**config.mk**
```make
export PLATFORM = sky130hd
export DESIGN_NAME = lru_key_value_cache_top
export DESIGN_NICKNAME = d
export VERILOG_FILES = /design/src/sv/lkvc_pkg.sv /design/src/sv/lkvc_ram.sv /design/src/sv/lru_key_value_cache_top.sv
export SDC_FILE = /design/constraint.sdc
export NUM_CORES = 2
export LEC_CHECK = 0
export BUFFER_PORTS_ARGS = -buffer_cell sky130_fd_sc_hd__buf_2
export CAP_MARGIN = 30
export CORE_MARGIN = 4
export CORE_UTILIZATION = 40
export DETAILED_ROUTE_END_ITERATION = 8
export GPL_TIMING_DRIVEN = 0
export HOLD_SLACK_MARGIN = 0.03
export MAX_ROUTING_LAYER = met4
export SETUP_SLACK_MARGIN = 0.3
export SYNTH_ARGS = -nofsm -noshare
export SYNTH_HDL_FRONTEND = slang
export SYNTH_SLANG_ARGS = --single-unit
```
**constraint.sdc**
```tcl
create_clock -name clk -period 21.6 [get_ports clk]
set_input_delay 2.16 -clock clk [delete_from_list [all_inputs] [get_ports clk]]
set_output_delay 2.16 -clock clk [all_outputs]
set_load 0.01 [all_outputs]
```
**src/sv/lkvc_pkg.sv**
```systemverilog
// Package for the LRU key-value cache: operation codes, field widths and
// reset constants. No dependencies.
package lkvc_pkg;

    localparam int KIND_W = 2;
    localparam int KEY_W  = 64;
    localparam int VAL_W  = 64;
    localparam int CAP_W  = 5;
    localparam int OCC_W  = 5;
    localparam int CNT_W  = 32;

    typedef logic [KIND_W-1:0] kind_t;
    typedef logic [KEY_W-1:0]  key_t;
    typedef logic [VAL_W-1:0]  val_t;
    typedef logic [CNT_W-1:0]  cnt_t;

    // Operation codes; the fourth code is a no-op
    localparam kind_t KIND_GET   = 2'd0;
    localparam kind_t KIND_PUT   = 2'd1;
    localparam kind_t KIND_CLEAR = 2'd2;

    localparam logic [CAP_W-1:0] CAP_RESET = 5'd16;

endpackage

```
**src/sv/lkvc_ram.sv**
```systemverilog
// Generic simple dual-port RAM: one write port, one read port with registered
// read data that holds while the read enable is low. No dependencies.
module lkvc_ram #(
    parameter int WIDTH = 64,
    parameter int DEPTH = 16
) (
    input  logic                     clk,
    input  logic                     wr_en,
    input  logic [$clog2(DEPTH)-1:0] wr_addr,
    input  logic [WIDTH-1:0]         wr_data,
    input  logic                     rd_en,
    input  logic [$clog2(DEPTH)-1:0] rd_addr,
    output logic [WIDTH-1:0]         rd_data
);

    logic [WIDTH-1:0] mem_reg [DEPTH];
    logic [WIDTH-1:0] rd_data_reg;

    // Write port
    always_ff @(posedge clk)
    begin
        if (wr_en)
        begin
            mem_reg[wr_addr] <= wr_data;
        end
    end

    // Registered read port
    always_ff @(posedge clk)
    begin
        if (rd_en)
        begin
            rd_data_reg <= mem_reg[rd_addr];
        end
    end

    assign rd_data = rd_data_reg;

endmodule

```
**src/sv/lru_key_value_cache_top.sv**
```systemverilog
// Top level of the fully associative LRU key-value cache.
// Depends on lkvc_pkg and lkvc_ram (value store).

// One operation (get, put or clear) is taken every clock cycle while a held
// result does not stall the flow: the word is captured in an input register,
// the key is compared against every stored key in parallel and the recency
// ranks, valid bits, counters and value RAM are updated together, and the
// result lands in the output register. The compare and rank update span all
// ENTRIES slots in the lookup stage. There is no clearing pass after reset;
// the cache is ready at once. Capacity must be written by the user only while
// the cache is idle; the block itself does not enforce this. 0 acts as 1 and
// values above ENTRIES act as ENTRIES. Occupancy and counters show the state
// after the operation whose result is on the output.
module lru_key_value_cache_top #(
    parameter int ENTRIES = 16
) (
    input  logic                  clk,
    input  logic                  rst_n,
    input  logic                  cfg_wr_en,
    input  logic [lkvc_pkg::CAP_W-1:0] cfg_wr_data,
    input  logic                  in_valid,
    output logic                  in_ready,
    input  lkvc_pkg::kind_t       kind,
    input  lkvc_pkg::key_t        key,
    input  lkvc_pkg::val_t        write_value,
    output logic                  out_valid,
    input  logic                  out_ready,
    output logic                  hit,
    output lkvc_pkg::val_t        read_value,
    output logic                  evicted,
    output logic [lkvc_pkg::OCC_W-1:0] occupancy,
    output lkvc_pkg::cnt_t        hit_count,
    output lkvc_pkg::cnt_t        miss_count,
    output lkvc_pkg::cnt_t        eviction_count
);

    import lkvc_pkg::*;

    localparam int SLOT_W  = $clog2(ENTRIES);
    localparam int RANK_W  = $clog2(ENTRIES);
    localparam int COUNT_W = $clog2(ENTRIES + 1);
    localparam int CMP_W   = ((COUNT_W > CAP_W) ? COUNT_W : CAP_W) + 1;

    // Configuration
    logic [CAP_W-1:0] capacity_reg;

    // Input stage
    logic  s1_valid_reg;
    kind_t s1_kind_reg;
    key_t  s1_key_reg;
    val_t  s1_wval_reg;

    // Output stage
    logic out_valid_reg;
    logic out_hit_reg;
    logic out_evicted_reg;
    logic out_rsel_reg;

    // Cache state
    key_t              key_reg   [ENTRIES];
    logic [ENTRIES-1:0] valid_reg;
    logic [ENTRIES-1:0] valid_next;
    logic [RANK_W-1:0] rank_reg  [ENTRIES];
    logic [RANK_W-1:0] rank_next [ENTRIES];
    logic [COUNT_W-1:0] count_reg;
    logic [COUNT_W-1:0] count_next;
    cnt_t hits_reg, hits_next;
    cnt_t misses_reg, misses_next;
    cnt_t evicts_reg, evicts_next;

    // Lookup results
    logic [ENTRIES-1:0] match;
    logic [ENTRIES-1:0] lru_hot;
    logic               hit_any;
    logic [SLOT_W-1:0]  hit_slot;
    logic [SLOT_W-1:0]  lru_slot;
    logic [SLOT_W-1:0]  free_slot;
    logic [SLOT_W-1:0]  ins_slot;
    logic [RANK_W-1:0]  hit_rank;
    logic [COUNT_W-1:0] count_m1;
    logic [CMP_W-1:0]   cap_ext;
    logic [CMP_W-1:0]   cap_eff;
    logic               evict_need;

    // Handshake and control
    logic out_free;
    logic s1_fire;
    logic op_hit;
    logic op_evict;
    logic key_we;
    logic ram_we;
    logic ram_re;
    logic [SLOT_W-1:0] ram_wr_addr;
    val_t ram_rd_data;

    assign out_free = !out_valid_reg || out_ready;
    assign s1_fire  = s1_valid_reg && out_free;
    assign in_ready = !s1_valid_reg || out_free;

    // Capacity register
    always_ff @(posedge clk or negedge rst_n)
    begin
        if (!rst_n)
        begin
            capacity_reg <= CAP_RESET;
        end
        else if (cfg_wr_en)
        begin
            capacity_reg <= cfg_wr_data;
        end
    end

    // Input register
    always_ff @(posedge clk or negedge rst_n)
    begin
        if (!rst_n)
        begin
            s1_valid_reg <= 1'b0;
        end
        else if (in_ready)
        begin
            s1_valid_reg <= in_valid;
        end
    end

    always_ff @(posedge clk)
    begin
        if (in_valid && in_ready)
        begin
            s1_kind_reg <= kind;
            s1_key_reg  <= key;
            s1_wval_reg <= write_value;
        end
    end

    // Parallel key compare, LRU pick and lowest free slot
    always_comb
    begin
        count_m1  = count_reg - COUNT_W'(1);
        hit_slot  = '0;
        lru_slot  = '0;
        free_slot = '0;
        hit_rank  = '0;
        for (int i = 0; i < ENTRIES; i++)
        begin
            match[i]   = valid_reg[i] && (key_reg[i] == s1_key_reg);
            lru_hot[i] = valid_reg[i] && (rank_reg[i] == count_m1[RANK_W-1:0]);
            if (match[i])
            begin
                hit_slot = hit_slot | SLOT_W'(i);
            end
            if (lru_hot[i])
            begin
                lru_slot = lru_slot | SLOT_W'(i);
            end
        end
        for (int i = ENTRIES - 1; i >= 0; i--)
        begin
            if (!valid_reg[i])
            begin
                free_slot = SLOT_W'(i);
            end
        end
        hit_any  = |match;
        hit_rank = rank_reg[hit_slot];
    end

    // Effective capacity and eviction test
    always_comb
    begin
        cap_ext = CMP_W'(capacity_reg);
        if (cap_ext == '0)
        begin
            cap_eff = CMP_W'(1);
        end
        else if (cap_ext > CMP_W'(ENTRIES))
        begin
            cap_eff = CMP_W'(ENTRIES);
        end
        else
        begin
            cap_eff = cap_ext;
        end
        evict_need = ((CMP_W'(count_reg) + CMP_W'(1)) > cap_eff) && (count_reg != '0);
        ins_slot   = evict_need ? lru_slot : free_slot;
    end

    // Next state for one operation
    always_comb
    begin
        valid_next  = valid_reg;
        rank_next   = rank_reg;
        count_next  = count_reg;
        hits_next   = hits_reg;
        misses_next = misses_reg;
        evicts_next = evicts_reg;
        op_hit      = 1'b0;
        op_evict    = 1'b0;
        key_we      = 1'b0;
        ram_we      = 1'b0;
        ram_re      = 1'b0;
        ram_wr_addr = ins_slot;
        if (s1_fire)
        begin
            case (s1_kind_reg)
                KIND_GET:
                begin
                    if (hit_any)
                    begin
                        op_hit    = 1'b1;
                        ram_re    = 1'b1;
                        hits_next = hits_reg + CNT_W'(1);
                        for (int i = 0; i < ENTRIES; i++)
                        begin
                            if (match[i])
                            begin
                                rank_next[i] = '0;
                            end
                            else if (valid_reg[i] && (rank_reg[i] < hit_rank))
                            begin
                                rank_next[i] = rank_reg[i] + RANK_W'(1);
                            end
                        end
                    end
                    else
                    begin
                        misses_next = misses_reg + CNT_W'(1);
                    end
                end
                KIND_PUT:
                begin
                    ram_we = 1'b1;
                    if (hit_any)
                    begin
                        op_hit      = 1'b1;
                        ram_wr_addr = hit_slot;
                        for (int i = 0; i < ENTRIES; i++)
                        begin
                            if (match[i])
                            begin
                                rank_next[i] = '0;
                            end
                            else if (valid_reg[i] && (rank_reg[i] < hit_rank))
                            begin
                                rank_next[i] = rank_reg[i] + RANK_W'(1);
                            end
                        end
                    end
                    else
                    begin
                        key_we = 1'b1;
                        // Evicted entry is the one replaced; all others age
                        for (int i = 0; i < ENTRIES; i++)
                        begin
                            if (SLOT_W'(i) == ins_slot)
                            begin
                                rank_next[i] = '0;
                            end
                            else if (valid_reg[i])
                            begin
                                rank_next[i] = rank_reg[i] + RANK_W'(1);
                            end
                        end
                        valid_next[ins_slot] = 1'b1;
                        if (evict_need)
                        begin
                            op_evict    = 1'b1;
                            evicts_next = evicts_reg + CNT_W'(1);
                        end
                        else
                        begin
                            count_next = count_reg + COUNT_W'(1);
                        end
                    end
                end
                KIND_CLEAR:
                begin
                    valid_next = '0;
                    count_next = '0;
                    for (int i = 0; i < ENTRIES; i++)
                    begin
                        rank_next[i] = '0;
                    end
                end
                default:
                begin
                    // unused code: no change
                end
            endcase
        end
    end

    // State registers
    always_ff @(posedge clk or negedge rst_n)
    begin
        if (!rst_n)
        begin
            valid_reg  <= '0;
            count_reg  <= '0;
            hits_reg   <= '0;
            misses_reg <= '0;
            evicts_reg <= '0;
            for (int i = 0; i < ENTRIES; i++)
            begin
                rank_reg[i] <= '0;
            end
        end
        else
        begin
            valid_reg  <= valid_next;
            count_reg  <= count_next;
            hits_reg   <= hits_next;
            misses_reg <= misses_next;
            evicts_reg <= evicts_next;
            rank_reg   <= rank_next;
        end
    end

    // Key store, compared in parallel
    always_ff @(posedge clk)
    begin
        if (key_we)
        begin
            key_reg[ins_slot] <= s1_key_reg;
        end
    end

    // Value store
    lkvc_ram #(
        .WIDTH (VAL_W),
        .DEPTH (ENTRIES)
    ) u_value_ram (
        .clk     (clk),
        .wr_en   (ram_we),
        .wr_addr (ram_wr_addr),
        .wr_data (s1_wval_reg),
        .rd_en   (ram_re),
        .rd_addr (hit_slot),
        .rd_data (ram_rd_data)
    );

    // Result register
    always_ff @(posedge clk or negedge rst_n)
    begin
        if (!rst_n)
        begin
            out_valid_reg <= 1'b0;
        end
        else if (out_free)
        begin
            out_valid_reg <= s1_valid_reg;
        end
    end

    always_ff @(posedge clk)
    begin
        if (s1_fire)
        begin
            out_hit_reg     <= op_hit;
            out_evicted_reg <= op_evict;
            out_rsel_reg    <= ram_re;
        end
    end

    // State only moves when a result word is loaded, so it matches the word held
    assign out_valid      = out_valid_reg;
    assign hit            = out_hit_reg;
    assign evicted        = out_evicted_reg;
    assign read_value     = out_rsel_reg ? ram_rd_data : '0;
    assign occupancy      = OCC_W'(CMP_W'(count_reg));
    assign hit_count      = hits_reg;
    assign miss_count     = misses_reg;
    assign eviction_count = evicts_reg;

`ifndef SYNTH
    a_count_matches_valid: assert property (@(posedge clk) disable iff (!rst_n)
        $countones(valid_reg) == 32'(count_reg))
        else $error("valid count disagrees with valid bits");

    a_single_match: assert property (@(posedge clk) disable iff (!rst_n)
        $onehot0(match))
        else $error("key present in more than one slot");

    a_lru_found: assert property (@(posedge clk) disable iff (!rst_n)
        (count_reg != '0) |-> $onehot(lru_hot))
        else $error("recency ranks not a permutation");

    a_stall_holds_stage: assert property (@(posedge clk) disable iff (!rst_n)
        (s1_valid_reg && out_valid_reg && !out_ready) |=>
            (s1_valid_reg && $stable(s1_key_reg) && $stable(count_reg)))
        else $error("lookup stage moved while result stalled");

    a_evict_counted: assert property (@(posedge clk) disable iff (!rst_n)
        op_evict |=> (evicts_reg == $past(evicts_reg) + CNT_W'(1)) && out_evicted_reg)
        else $error("eviction not counted");
`endif

endmodule
```
### Word-level counts from Yosys, hierarchy flattened

Memory sizes are Yosys's and may differ from the RTL's. A register that Yosys moved wholly into a read port is not among the register bits.
Cells that the tools add are included.

* bits in registers: 321
* bits in latches: 0
* memory bits (writable): 2048
* memory bits (read-only): 0
* output and inout bits: 169
* memories kept: 2

Memory list
* key_reg: depth 16, width 64, read ports 16, clocked after memory_dff 0, write ports 1, line lru_key_value_cache_top.sv:60 `key_t key_reg [ENTRIES];`
* u_value_ram.mem_reg: depth 16, width 64, read ports 1, clocked after memory_dff 1, write ports 1, line lkvc_ram.sv:16 `logic [WIDTH-1:0] mem_reg [DEPTH];`

* add/sub/neg operators: 22
* $mul: 0
* div/mod/pow operators: 0
* $lt $le $gt $ge: 21
* eq/ne operators: 67
* shift-type cells: 0
* mux-type cells: 143
* bitwise gates (word level): 4
* reductions and logical operators: 85

Operators by type and width (count)
* $eq A64 B64 Y1: 16
* $mux W4: 102
* $mux W64: 3
* $pmux W64 S3: 1
* $add A32 B1 Y32 const B: 3
* $reduce_and A4 Y1: 18
* $add A4 B1 Y4 const B: 16
* $lt A4 B4 Y1: 16
* $ne A4 B4 Y1 const B: 16
* $eq A4 B4 Y1: 15
* $logic_and A1 B1 Y1: 51
* $eq A4 B4 Y1 const A: 8
* $pmux W16 S2: 1
* $mux W3: 8
* $mux W5: 4
* $reduce_or A17 Y1: 1
* $bmux W4 S4: 1
* $eq A3 B4 Y1 const A: 4
* $mux W1: 16
* $mux W16: 1
* $or A16 B16 Y16: 1
* $reduce_or A16 Y1: 1
* $pmux W5 S2: 1
* $reduce_and A3 Y1: 3
* 26 further kinds: 35

### Logic depth before layout (Yosys ltp)

An unclocked memory read counts as a cell.

* word-level depth: 28
* mapped depth: 28
* depth with buffers taken out: 23

### By module

Synthesis repeated with hierarchy kept, for this count alone.

* cell total of the unflattened synthesis: 6807
* area, all modules: 105316.0 µm²

Modules (own cells, without submodules)
* lru_key_value_cache_top: instances 1, cells each 5160, area each 65093.7 µm², sequential area each 39449.1 µm²
* lkvc_ram: instances 1, cells each 1647, area each 40222.3 µm², sequential area each 32671.3 µm²

### Worst setup path before layout

No wires, ideal clock.

* path kind: register -> register
* start: register count_reg[0] (netlist: occupancy[0])
* end: memory key_reg[13][0] (netlist bit) (enable)
* library setup time: 0.565 ns
* arrival time: 8.062 ns
* required time: 21.035 ns
* slack: 12.973 ns
* stages on the path, launching flop included: 15
* path buffers: 5
* period minus slack after synthesis: 8.627 ns
* cell sequence: dfrtp_1 > buf_1 > buf_1 > inv_1 > ha_1 > clkbuf_1 > buf_1 > xor2_1 > nand3_1 > o32a_1 > nand4b_1 > a21bo_2 > clkbuf_1 > nand2_1 > nor3_1

* cells in the longest elaborated chain, start to end: 19
* elaborated cells between the ends (all ways): 51

RTL lines
* from (decl): line lru_key_value_cache_top.sv:65 `logic [COUNT_W-1:0] count_reg;`
* from (signal assigned): line lru_key_value_cache_top.sv:311 `count_reg <= count_next;`
* $sub A4 B1 Y4: line lru_key_value_cache_top.sv:139 `count_m1 = count_reg - COUNT_W'(1);`
* $eq A4 B4 Y1: line lru_key_value_cache_top.sv:147 `lru_hot[i] = valid_reg[i] && (rank_reg[i] == count_m1[RANK_W-1:0]);`
* $logic_and A1 B1 Y1: line lru_key_value_cache_top.sv:147
* $mux W1: line lru_key_value_cache_top.sv:152 `if (lru_hot[i])`
* $mux W2 (2 in a row): line lru_key_value_cache_top.sv:152
* $mux W3 (4 in a row): line lru_key_value_cache_top.sv:152
* $mux W4 (8 in a row): line lru_key_value_cache_top.sv:152
* $mux W4 *: line lru_key_value_cache_top.sv:185 `ins_slot = evict_need ? lru_slot : free_slot;`
* to (decl): line lru_key_value_cache_top.sv:60

Every way passes the cells marked *; elsewhere a longest branch is shown, timed or not.

### Worst setup path after layout

* start: register s1_key_reg[40]
* end: register rank_reg[18] (netlist bit)

* cells in the longest elaborated chain, start to end: 27
* elaborated cells between the ends (all ways): 62

RTL lines
* from (decl): line lru_key_value_cache_top.sv:50 `key_t s1_key_reg;`
* from (signal assigned): line lru_key_value_cache_top.sv:131 `s1_key_reg <= key;`
* $eq A64 B64 Y1: line lru_key_value_cache_top.sv:146 `match[i] = valid_reg[i] && (key_reg[i] == s1_key_reg);`
* $logic_and A1 B1 Y1: line lru_key_value_cache_top.sv:146
* $mux W1: line lru_key_value_cache_top.sv:148 `if (match[i])`
* $mux W2 (2 in a row): line lru_key_value_cache_top.sv:148
* $mux W3 (4 in a row): line lru_key_value_cache_top.sv:148
* $mux W4 (8 in a row): line lru_key_value_cache_top.sv:148
* $not A4 Y5 (implied by the code): line lru_key_value_cache_top.sv:165 `hit_rank = rank_reg[hit_slot];`
* $bmux W4 S4: line lru_key_value_cache_top.sv:165
* $mux W4 (implied by the code) (2 in a row): line lru_key_value_cache_top.sv:165
* $lt A4 B4 Y1: line lru_key_value_cache_top.sv:219, lru_key_value_cache_top.sv:243
* $logic_and A1 B1 Y1: line lru_key_value_cache_top.sv:219, lru_key_value_cache_top.sv:243
* $mux W4
* $mux W4: line lru_key_value_cache_top.sv:215 `if (match[i])`
* $mux W64, on equally long branches: line lru_key_value_cache_top.sv:233, lru_key_value_cache_top.sv:208
* $pmux W64 S3: line lru_key_value_cache_top.sv:205 `case (s1_kind_reg)`
* to (signal assigned): line lru_key_value_cache_top.sv:315 `rank_reg <= rank_next;`
* to (decl): line lru_key_value_cache_top.sv:63 `logic [RANK_W-1:0] rank_reg [ENTRIES];`

Parallel ways exist; a longest one is shown, timed or not. The select of a mux whose other input is x is not followed.
A chain may end at the register's enable or synchronous reset.

==> out/results.ini <==
[route]
drtIter0Drc = 12546
wl_um = 431000
via_per_inst = 6.12
wl_per_cell_um = 34.6
drc = 0
vias = 76202
ant_nets = 0
drt_pass1_iterations = 6

[synthesis]
ys_seq_area_share_pct = 67.4
synth-seq-cells = 2433
async_flop_share_pct = 7.73
ys_types = 97
synth_fp_nets = 8079
netlist_area_um2 = 107000
yosys_warnings = 0
synthCells = 7860
synth_edf_count = 2245
synth_flop_cell = edfxtp_1
avgSynthCellArea_um2 = 13.6

[clock_tree]
ctsResizeCount = 0
cts_tree = yes
cts_sinks = 2433
clk_latency_ps = 950
h-tree-depth = 5
clk_path_buf_depth = 4
cts_root_buffer = clkbuf_16
holdBufCountCts = 0
post-cts-setup-buffer-count = 0
numCtsBuffers = 276
clkTransAtPathRegs_ps = 60

[power]
p_leak_nw = 42.6
swShare_pct = 26.3
internal-power_w = 0.00820
combPwrFrac_pct = 10.6
power.density_nw_per_um2 = 87.6
clkPwrFrac_pct = 40.7
pwr-share-seq_pct = 48.7
power.switching_w = 0.00293
vdd_drop_max_v = 0.0000790

[global_routing]
grt_antenna_before_repair = 82
grt_usage_pct = 31.2
grt-ovfl-total = 0
grt_pass1_wl_um = 586000
grt_max_degree = 97
grt_pass1_vias = 71966

[timing]
finalClockSkew_ps = 96.0
fin_crit_sh_pct = 46.4
setup_viol = 0
fin_tns_setup_ps = 0
worstMarginPinSlew_ps = 1200
hold_viol_final = 0
final.setup.worst_slack_ps = 11580
period_needed_ps = 10020
rsz0062_at_grt = no
slew_violations = 0
slew_headroom_pct = 19.1
timing.fmax_mhz = 99.8

[critical_path]
critPathSlowestCell = edfxtp_1
critPathKind = register to register
reg2reg_depth = 26
end_kind = register
worst-path-buf-inv = 8
critPathTopFamily = buffers and inverters
cp_max_fo = 10
cp_num_cells = 26
start_kind = register
worstPathArrival_ps = 10790
cp_data_required_time_ps = 22370
slowest_delay_ps = 1010

[final_layout]
final_nets = 8906
final_cell_mix = edfxtp_1, nand2_1, xnor2_1, buf_2, a211oi_1
area_delta_synth_final_pct = 18.6
layout-drive-gt1-share_pct = 13.1
post-route-util_pct = 47.8
layout_commonest_cell = edfxtp_1

[die]
die_y_um = 525
die-width_um = 525
core-area_um2 = 266000
start_util_pct = 40.3
rows = 189
die-area_um2 = 276000
ioPinCount = 309

[run]
maxCapViolCount = 0

[worst_hold_path]
min_path_cells = 1
holdCritPathClass = register to register

[placement]
dp_worst_setup_slack_ps = 11920
gp_congestion = 1.01
portBuffers = 308
dp_hpwl_um = 308000

[status]
status = finished clean

==> metrics by stage <==
stage	cell area, um^2	power (W)	hold WS [ps]	instances
3_3_place_gp	113000	0.00654	455	11701
5_1_grt	127000	0.0114	489	12441
3_5_place_dp	118000	0.00665	461	11939
2_1_floorplan	107000	0.00603	457	7860
4_1_cts	127000	0.0111	471	12425
6_report	127000	0.0111	471	12461
==> final cells by class <==
| cell class | instances | area [um^2] |
|---|---|---|
| Multi-Input combinational cell | 4878 | 32900 |
| Tap cell | 3533 | 4420 |
| Fill cell | 23177 | 139000 |
| Antenna cell | 33 | 82.6 |
| Sequential cell | 2433 | 72100 |
| Buffer | 399 | 1740 |
| Timing Repair Buffer | 549 | 6590 |
| Clock inverter | 146 | 1280 |
| Clock buffer | 340 | 7250 |
| Inverter | 150 | 563 |
==> cell families (layout without fill, tap and decap cells) <==
kind of cell	Yosys count	in the layout	share of synthesized area, %
other	0	33	0
and+or+nand+nor	2594	2594	13.3
muxes	93	93	0.887
adders and majority gates	79	79	0.923
xor gates and xnor gates	911	911	7.49
buffers and inverters	549	1584	2.14
AOI/OAI and AO/OA	1201	1201	7.93
DFF	2433	2433	67.4
==> power by group through the flow <==
| stage | combinational (W) | sequential, W | clock, W |
|---|---|---|---|
| CTS | 0.00114 | 0.00542 | 0.00457 |
| global route | 0.00122 | 0.00543 | 0.00478 |
| detailed placement | 0.00114 | 0.00551 | 0 |
| floorplan | 0.000570 | 0.00546 | 0 |
| global placement | 0.000929 | 0.00561 | 0 |
| finish | 0.00118 | 0.00542 | 0.00453 |
==> metal layers <==
metal / up-vias / global-route usage [%] / part of all wire (%)
met5: - / - / 0
met4: 0 / 15.0 / 5.7
met3: 986 / 5.94 / 11
met2: 5192 / 44.8 / 43
met1: 38513 / 42.7 / 40
li1: 31511 / - / -
==> worst reg2reg max path, stage by stage, from the launching register on <==
cell and delay (ps):
edfxtp_1 1010, buf_16 250, buf_2 660, buf_2 770
xnor2_1 240, nand4_1 480, nor3_1 470, buf_4 250
nand3_1 360, or3_1 600, nand4_1 120, clkbuf_1 580
clkbuf_1 630, buf_1 700, nand2_1 110, a31oi_1 240
a21oi_1 100, nand2_1 120, o21ai_2 200, buf_8 250
ha_1 310, a21o_1 170, a211o_1 310, a31o_2 230
o31a_1 130, a211o_1 380, o311ai_2 230
==> synthesized netlist by cell type (25+ instances only) <==
cell	number	area, um^2
inv_1	148	556
a21o_1	33	248
a311oi_1	66	578
ha_1	79	988
xnor2_1	584	5110
nand2_1	636	2390
and3_1	44	275
xor2_1	324	2840
nand2b_1	386	2410
nor4_1	201	1260
nor2b_1	90	563
a211oi_1	404	3030
dfrtp_1	187	4680
buf_1	32	120
nor2_1	176	661
clkbuf_1	226	848
edfxtp_1	2245	67400
and2_1	106	663
o21ai_0	76	380
and2_0	237	1480
nor3_1	94	470
buf_2	125	626
nand3_1	175	876
a21oi_1	202	1010
a31oi_1	148	926
nand4_1	305	1910
or4_1	25	188
mux2i_1	78	781
o2111ai_1	49	429
==> worst paths after layout <==
kind | start | end | slack (ps)
max | s1_key_reg[40]$_DFFE_PP_ | rank_reg[18]$_DFFE_PN0P_ | 11580
min reg2reg | hit_count[31]$_DFFE_PN0P_ | hit_count[31]$_DFFE_PN0P_ | 470
min in group asynchronous | rst_n | hit_count[8]$_DFFE_PN0P_ | 1290
min | hit_count[31]$_DFFE_PN0P_ | hit_count[31]$_DFFE_PN0P_ | 470
max reg2reg | s1_key_reg[40]$_DFFE_PP_ | rank_reg[18]$_DFFE_PN0P_ | 11580
max in group asynchronous | rst_n | rank_reg[56]$_DFFE_PN0P_ | 19350
Note: power is estimated with default switching activity, not from simulation.
